[config.mk]
export PLATFORM = sky130hd
export DESIGN_NAME = oaht_ctrl
export DESIGN_NICKNAME = d
export VERILOG_FILES = /design/src/rtl/oaht_pkg.sv /design/src/rtl/oaht_ctrl.sv
export SDC_FILE = /design/constraint.sdc
export NUM_CORES = 1
export LEC_CHECK = 0
export ABC_AREA = 1
export BUFFER_PORTS_ARGS = -buffer_cell sky130_fd_sc_hd__buf_4
export CORE_MARGIN = 2
export CORE_UTILIZATION = 45
export CTS_BUF_LIST = sky130_fd_sc_hd__clkbuf_2 sky130_fd_sc_hd__clkbuf_4 sky130_fd_sc_hd__clkbuf_8
export CTS_CLUSTER_SIZE = 14
export DETAILED_ROUTE_END_ITERATION = 10
export MAX_ROUTING_LAYER = met4
export PLACE_DENSITY = 0.76
export RECOVER_POWER = 25
export SYNTH_ARGS = -nofsm -noshare
export SYNTH_HDL_FRONTEND = slang
export SYNTH_SLANG_ARGS = --single-unit
[constraint.sdc]
create_clock -name i_clk -period 1.2 [get_ports i_clk]
set_clock_uncertainty 0.05 [all_clocks]
set_input_delay 0.06 -clock i_clk [delete_from_list [all_inputs] [get_ports i_clk]]
set_output_delay 0.06 -clock i_clk [all_outputs]
set_load 0.02 [all_outputs]
[src/rtl/oaht_pkg.sv]
// Package: sizes, codes and shared types of the open-address hash table.
package oaht_pkg;
    localparam int IndexBits = 10;
    localparam int TableSize = 1 << IndexBits;
    localparam int StepBits  = IndexBits + 1;

    localparam logic [1:0] KIND_EMPTY   = 2'd0;
    localparam logic [1:0] KIND_REMOVED = 2'd1;
    localparam logic [1:0] KIND_FULL    = 2'd2;

    localparam logic [1:0] FUNC_LOOKUP = 2'd0;
    localparam logic [1:0] FUNC_INSERT = 2'd1;
    localparam logic [1:0] FUNC_REMOVE = 2'd2;
    localparam logic [1:0] FUNC_LKINS  = 2'd3;

    localparam logic [1:0] ST_FOUND    = 2'd0;
    localparam logic [1:0] ST_INSERTED = 2'd1;
    localparam logic [1:0] ST_MISSING  = 2'd2;
    localparam logic [1:0] ST_FULL     = 2'd3;

    localparam int EntryBits = 2 + 64 * 3;

    typedef logic [IndexBits-1:0] t_index;

    typedef struct packed {
        logic   clr_we;
        t_index clr_addr;
        logic   load;
        logic   rd_en;
        logic   advance;
        logic   write;
        logic   out_load;
    } t_cmd;

    typedef struct packed {
        logic is_empty;
        logic is_match;
        logic last_step;
    } t_status;
endpackage

[src/rtl/oaht_ctrl.sv]
// Controller: clearing pass, probe sequencing and output handshake.
module oaht_ctrl (
    input  logic              i_clk,
    input  logic              i_rst_n,
    input  logic              i_in_valid,
    output logic              o_in_ready,
    output logic              o_out_valid,
    input  logic              i_out_ready,
    input  oaht_pkg::t_status i_status,
    output oaht_pkg::t_cmd    o_cmd
);
    localparam logic [2:0] S_CLEAR = 3'd0;
    localparam logic [2:0] S_IDLE  = 3'd1;
    localparam logic [2:0] S_READ  = 3'd2;
    localparam logic [2:0] S_EVAL  = 3'd3;
    localparam logic [2:0] S_OUT   = 3'd4;

    logic [2:0] r_state, n_state;
    logic [oaht_pkg::StepBits-1:0] r_clr, n_clr;
    logic r_out_valid, n_out_valid;
    logic w_done;

    assign w_done = i_status.is_match || i_status.is_empty || i_status.last_step;

    always_comb begin
        n_state     = r_state;
        n_clr       = r_clr;
        n_out_valid = r_out_valid;
        o_cmd       = '0;
        o_in_ready  = 1'b0;
        if (r_out_valid && i_out_ready) begin
            n_out_valid = 1'b0;
        end
        case (r_state)
            S_CLEAR: begin
                o_cmd.clr_we   = 1'b1;
                o_cmd.clr_addr = r_clr[oaht_pkg::IndexBits-1:0];
                n_clr          = r_clr + oaht_pkg::StepBits'(1);
                if (r_clr == oaht_pkg::StepBits'(oaht_pkg::TableSize - 1)) begin
                    n_state = S_IDLE;
                end
            end
            S_IDLE: begin
                o_in_ready = !r_out_valid || i_out_ready;
                if (i_in_valid && o_in_ready) begin
                    o_cmd.load  = 1'b1;
                    o_cmd.rd_en = 1'b1;
                    n_state     = S_EVAL;
                end
            end
            S_READ: begin
                n_state = S_EVAL;
            end
            S_EVAL: begin
                if (w_done) begin
                    o_cmd.write    = 1'b1;
                    o_cmd.out_load = 1'b1;
                    n_out_valid    = 1'b1;
                    n_state        = S_IDLE;
                end else begin
                    o_cmd.advance = 1'b1;
                    o_cmd.rd_en   = 1'b1;
                end
            end
            S_OUT: begin
                n_state = S_IDLE;
            end
            default: n_state = S_IDLE;
        endcase
    end

    always_ff @(posedge i_clk) begin
        if (!i_rst_n) begin
            r_state     <= S_CLEAR;
            r_clr       <= '0;
            r_out_valid <= 1'b0;
        end else begin
            r_state     <= n_state;
            r_clr       <= n_clr;
            r_out_valid <= n_out_valid;
        end
    end

    assign o_out_valid = r_out_valid;
endmodule

==> results of run 1 <==
==> cell usage after synthesis, drive strengths merged <==
| master | count |
|---|---|
| buf | 2 |
| ha | 4 |
| o21bai | 1 |
| nand3b | 1 |
| dfxtp | 14 |
| nand3 | 6 |
| nand2 | 30 |
| o21ai | 7 |
| inv | 26 |
| nor2 | 19 |
| a211oi | 1 |
| a31oi | 1 |
| clkbuf | 1 |
| a21oi | 10 |
| o21a | 1 |
==> layer usage <==
layer | track usage (%) | up-vias
met3 | 3.529 | 7
met1 | 27.05 | 426
li1 | - | 470
met4 | 8.571 | 0
met5 | - | -
met2 | 35.28 | 26
==> through the flow <==
step           hold slack, ns  instances  utilization [%]
5_1_grt               0.01338        185            81.63
6_report              0.01565        185            81.63
2_1_floorplan          0.2072        124                -
3_3_place_gp           0.3042        171            64.15
4_1_cts              0.006965        180            76.15
3_5_place_dp           0.3080        171            64.15
==> logic make-up after synthesis <==
kind of cell	Yosys count	share of synthesized area, %
fa+ha+maj	4	6.280
flops	14	35.16
buf+inv	29	14.28
compound gates	21	14.29
simple gates	56	29.99
==> tightest hold or removal path: cells and delay by family <==
kind / cells / cell delay (ns)
AOI/OAI and AO/OA: 2 / 0.10
buffers and inverters: 1 / 0.15
==> path summary, 6_finish.rpt <==
path | end | slack [ns] | depth (start not counted)
worst max-delay path | o_cmd[15] | -0.19 | 5
worst min register to register | r_clr[10] | 0.43 | 2
worst max register to register | r_clr[5] | -0.19 | 9
worst min-delay path | r_clr[1] | 0.02 | 3
==> what timing repair did <==
| item | 4_1_cts | 5_1_grt |
|---|---|---|
| pin swaps | 3 | 6 |
| setup endpoints to repair | 23 | 30 |
| hold buffers | 0 | 0 |
| resized for setup | 44 | 22 |
| setup buffers | 6 | 5 |
==> area by class of cell <==
type,instances,area share [%]
Tap cell,17,1.543
Clock buffer,3,1.633
Multi-Input combinational cell,81,38.48
Sequential cell,14,21.05
Timing Repair Buffer,44,29.67
Inverter,26,7.623
==> registers in the layout, summed over array words and instances, names as in the netlist <==
name         cells
r_clr           11
o_out_valid      1
r_state          2
==> power groups by stage <==
| stage | Clock (mW) | Combinational, mW | Sequential, mW |
|---|---|---|---|
| after global routing | 0.301 | 1.57 | 0.671 |
| final | 0.270 | 1.45 | 0.666 |
| after floorplan | 0 | 0.596 | 0.625 |
| after CTS | 0.281 | 1.23 | 0.655 |
| after detailed placement | 0 | 0.941 | 0.612 |
| after global placement | 0 | 0.918 | 0.609 |
==> flow_summary.json, run 1 <==
{
  "crit_path_top_delay_cell": "dfxtp_4",
  "initial_core_util_pct": 47.19,
  "p_sw_share_pct": 40.75,
  "ios": 25,
  "placed_cell_area_sq_mm": 0.001084,
  "crit_start": "r_state[0]",
  "drive_gt1_share_pct": 52.38,
  "worstPathMaxFanout": 7,
  "clk_latency_ns": 0.28,
  "crit_path_end_kind": "primary output",
  "netlist.area_leader.share_pct": 35.16,
  "final_cell_mix": "22 x buf_6, 21 x buf_4, 20 x nand2_1",
  "worst-path-buf-inv": 4,
  "path_class": "reg2out",
  "setup_violations": 29,
  "hp-start": "i_rst_n",
  "vdd_drop_max_mv": 1.297,
  "pwr-share-clk_pct": 11.3,
  "required_ns": 1.09,
  "hold_viol": 0,
  "cts.path.max_buffers": 2,
  "layout.area.seq_sq_um": 290.3,
  "fin_ws_ns": -0.1926,
  "hold_class": "in2reg",
  "fin_crit_ns": 1.393,
  "port_buffers": 24,
  "drt_wl_total_um": 2353,
  "relSlewSlack_pct": 83.47,
  "maxCapViolations": 0,
  "final_common_cell": "buf_6",
  "syn_area_sq_um": 797.0,
  "cp_common_cell": "buf_6",
  "vias": 929,
  "insertedDiodeCount": 0,
  "fin_tns_setup_ns": -3.469,
  "yosysSeqAreaShare_pct": 35.16,
  "outcome": "finished with violations",
  "die_h_um": 46.09,
  "netlist_instances": 124,
  "path_clk_slew_ns": 0.08,
  "cts_tree": "built",
  "cp_cell_sequence": "inv_4 -> ha_4 -> buf_6 -> buf_6 -> buf_6",
  "dr.pass1.iters": 4,
  "vias_per_cell": 5.022,
  "final_net_count": 181,
  "p_total_mw": 2.384,
  "yosysWarnings": 0,
  "met1_length_um": 966,
  "achievable-frequency_mhz": 718.1,
  "grt_setup_unrepaired": "true",
  "remaining_drc_errors": 0,
  "start_kind": "flip-flop",
  "place_ws_ns": -0.07785,
  "top_layer_used": "met4",
  "multiInputGateArea_sq_um": 530.5,
  "core_sq_mm": 0.001689,
  "avgRoutedWirePerCell_um": 12.72,
  "period_share_pct": 116.0,
  "yosysTopAreaCell": "dfxtp_1",
  "worst_slew_pin_slew_ns": 0.2470,
  "overflow": 0,
  "maxSlewViolCount": 0,
  "grt_pass1_wl_um": 3180,
  "crit_family": "buffers and inverters",
  "root_buffer": "clkbuf_4",
  "grt_usage_pct": 21.84,
  "synth_seq_cells": 14,
  "drt_iter0_drc": 9,
  "critPathMaxStageDelay_ns": 0.39,
  "p_leak_nw": 0.6479,
  "area_growth_syn_to_layout_pct": 73.00,
  "final_area_sq_mm": 0.001379,
  "htreeDepth": 1,
  "hpwlAfterDp_um": 1384,
  "violations": "setup timing",
  "combPwrFrac_pct": 60.8,
  "synth_cell_type_count": 20,
  "timing.rr.start": "r_state[1]",
  "ys_top_cells_by_area": "dfxtp_1 35%, nand2_1 13%, inv_1 12%",
  "sequentialPowerShare_pct": 27.9,
  "rows": 15,
  "antenna_found_initial": 0,
  "ant_nets": 0,
  "grt_max_degree": 11,
  "met3_length_um": 74,
  "wl_met2_um": 1275,
  "gp_congestion": 0.7907,
  "power.internal_mw": 1.413,
  "die-area_sq_mm": 0.002124,
  "die_w_um": 46.09,
  "p_switching_mw": 0.9715,
  "avgSynthCellArea_sq_um": 6.428,
  "fillers": 112,
  "power_density_mw_per_mm2": 1729,
  "arrival_ns": 1.28,
  "clkSinkCount": 14,
  "synthesis.nets": 135,
  "grt_pass1_vias": 770,
  "cts_made_buffers": 3
}
Note: power is estimated with default switching activity, not from simulation.
==> inputs of run 2 (changes only) <==
--- a/config.mk
+++ b/config.mk
@@ -8,12 +8,11 @@
 export ABC_AREA = 1
 export BUFFER_PORTS_ARGS = -buffer_cell sky130_fd_sc_hd__buf_4
 export CORE_MARGIN = 2
-export CORE_UTILIZATION = 45
-export CTS_BUF_LIST = sky130_fd_sc_hd__clkbuf_2 sky130_fd_sc_hd__clkbuf_4 sky130_fd_sc_hd__clkbuf_8
+export CORE_UTILIZATION = 44
 export CTS_CLUSTER_SIZE = 14
 export DETAILED_ROUTE_END_ITERATION = 10
 export MAX_ROUTING_LAYER = met4
-export PLACE_DENSITY = 0.76
+export PLACE_DENSITY = 0.74
 export RECOVER_POWER = 25
 export SYNTH_ARGS = -nofsm -noshare
 export SYNTH_HDL_FRONTEND = slang
==> run 2 against run 1 <==
Against the previous run:
- the run still ends with setup timing left
- design area rose by 4.4%
- sequential cell count stayed put
- register-to-register slack got worse by 0.04 ns
- global-route usage increased by 1.8 points
==> flow_summary.json, run 2 (synthesis results as in run 1) <==
{
  "die_h_um": 46.56,
  "vdd_drop_max_mv": 1.148,
  "holdPathStages": 3,
  "remaining_drc_errors": 0,
  "gp_congestion": 0.8019,
  "critPathMaxStageDelay_ns": 0.37,
  "r2r_slack_ns": -0.23,
  "root_buffer": "clkbuf_4",
  "placed_cell_area_sq_mm": 0.001109,
  "maxSlewViolCount": 0,
  "arrival_ns": 1.61,
  "insertedDiodeCount": 0,
  "rows": 15,
  "period_share_pct": 119.6,
  "reg2regPathDepth": 8,
  "p_sw_share_pct": 40.87,
  "cts_made_buffers": 3,
  "fin_crit_ns": 1.435,
  "pwr-share-clk_pct": 13.9,
  "outcome": "finished with violations",
  "largest_reg_flops": 11,
  "drt_wl_total_um": 2779,
  "crit_start": "r_state[1]",
  "achievable-frequency_mhz": 696.9,
  "avgRoutedWirePerCell_um": 14.32,
  "path_class": "reg2reg",
  "hold_buffers": 0,
  "ios": 25,
  "clk_latency_ns": 0.28,
  "fillers": 106,
  "cp_cell_sequence": "inv_4 -> ha_4 -> nand2_2 -> nor2_4 -> nand2_2 -> o21bai_1 -> o21ai_1 -> nor2_1",
  "registers.top_by_ff_count": "r_clr",
  "hold_viol": 0,
  "final_cell_mix": "22 x buf_6, 20 x buf_4, 16 x nand2_1",
  "worst_slew_pin_slew_ns": 0.2667,
  "maxCapViolations": 0,
  "grt_setup_unrepaired": "true",
  "path_clk_slew_ns": 0.09,
  "hpwlAfterDp_um": 1462,
  "sequentialPowerShare_pct": 26.1,
  "fin_ws_ns": -0.2348,
  "start_kind": "flip-flop",
  "stdcell_count": 194,
  "final_net_count": 181,
  "vias_per_cell": 5.165,
  "met3_length_um": 109,
  "overflow": 0,
  "timing.rr.start": "r_state[1]",
  "cts.path.max_buffers": 2,
  "required_ns": 1.37,
  "hold_class": "in2reg",
  "crit_path_top_delay_cell": "dfxtp_4",
  "cts_tree": "built",
  "die-area_sq_mm": 0.002168,
  "setup_violations": 26,
  "grt_pass1_wl_um": 3463,
  "grt_pass1_vias": 881,
  "p_switching_mw": 1.031,
  "met1_length_um": 1014,
  "port_buffers": 24,
  "grt_max_degree": 11,
  "htreeDepth": 1,
  "wl_met2_um": 1546,
  "top_layer_used": "met4",
  "endpoint": "r_clr[5]",
  "crit_path_end_kind": "flip-flop",
  "final_area_sq_mm": 0.001440,
  "antenna_found_initial": 0,
  "p_leak_nw": 0.6561,
  "core_sq_mm": 0.001708,
  "drive_gt1_share_pct": 59.17,
  "initial_core_util_pct": 46.67,
  "relSlewSlack_pct": 82.15,
  "drt_iter0_drc": 24,
  "combPwrFrac_pct": 60.0,
  "violations": "setup timing",
  "ant_nets": 0,
  "die_w_um": 46.56,
  "power.internal_mw": 1.492,
  "worstPathMaxFanout": 8,
  "grt_usage_pct": 23.66,
  "layout.area.seq_sq_um": 290.3,
  "area_growth_syn_to_layout_pct": 80.69,
  "place_ws_ns": -0.09369,
  "p_total_mw": 2.523,
  "rr_endpoint": "r_clr[5]",
  "dp_cells": 181,
  "dr.pass1.iters": 4,
  "cp_common_cell": "nand2_2",
  "power_density_mw_per_mm2": 1752,
  "multiInputGateArea_sq_um": 568.0,
  "finalHoldWorstSlack_ns": 0.006421,
  "final_common_cell": "buf_6",
  "clkSinkCount": 14,
  "vias": 1002
}
[run 2: cell count changes in the layout (fill, tap and decap cells not counted), moves of 2 or more]
cell     before  now
inv_1        13   11
nor2_2        0    2
nor2_1       15   13
nand2_1      20   16
nand2_2       8   12
nand3_2       3    5
nand3_1       2    0
[run 2: cell type report]
type | count | area share, %
multi-input combinational | 81 | 39.44
timing repair buffer | 44 | 28.24
sequential | 14 | 20.16
inverter | 26 | 7.472
clock buffer | 4 | 2.520
tap | 25 | 2.172
[run 2: power groups by stage]
stage	clock network [mW]	registers (mW)	logic [mW]
after global routing	0.380	0.668	1.62
after CTS	0.349	0.645	1.27
after global placement	0	0.608	0.960
after floorplan	0	0.625	0.596
after detailed placement	0	0.617	1.00
final	0.350	0.659	1.51
[run 2: per-stage QoR]
stage	utilization [%]	setup TNS (ns)
5_1_grt	84.32	-5.156
3_5_place_dp	64.91	-0.3827
6_report	84.32	-3.761
2_1_floorplan	-	-0.04200
3_3_place_gp	64.91	-0.06688
4_1_cts	75.82	-2.906
[run 2: how the worst min path moves through the flow]
stage                            from     endpoint  slack [ns]
after detailed placement  i_out_ready  o_out_valid        0.31
final                         i_rst_n   r_state[1]       0.006
after CTS                 i_out_ready  o_out_valid       0.004
after floorplan           i_out_ready  o_out_valid        0.21
after global placement    i_out_ready  o_out_valid        0.30
after global routing          i_rst_n     r_clr[3]       0.006
[run 2: metal layers]
metal / vias up / track usage (%)
li1: 472 / -
met1: 480 / 24.82
met2: 37 / 40.28
met3: 13 / 5.490
met4: 0 / 13.14
met5: - / -
[run 2: critical path: cells and delay by family, from the launching register on]
kind	cells	cell delay [ns]
buffers and inverters	1	0.07
adder cells (fa/ha/maj)	1	0.21
AND/OR/NAND/NOR	4	0.39
flip-flops	1	0.37
AO/OA/AOI/OAI	2	0.28
[run 2: repair_timing]
action	4_1_cts	5_1_grt
setup endpoints to repair	25	29
cloned	1	0
pin swaps	3	6
resized for setup	42	34
setup buffers	3	5
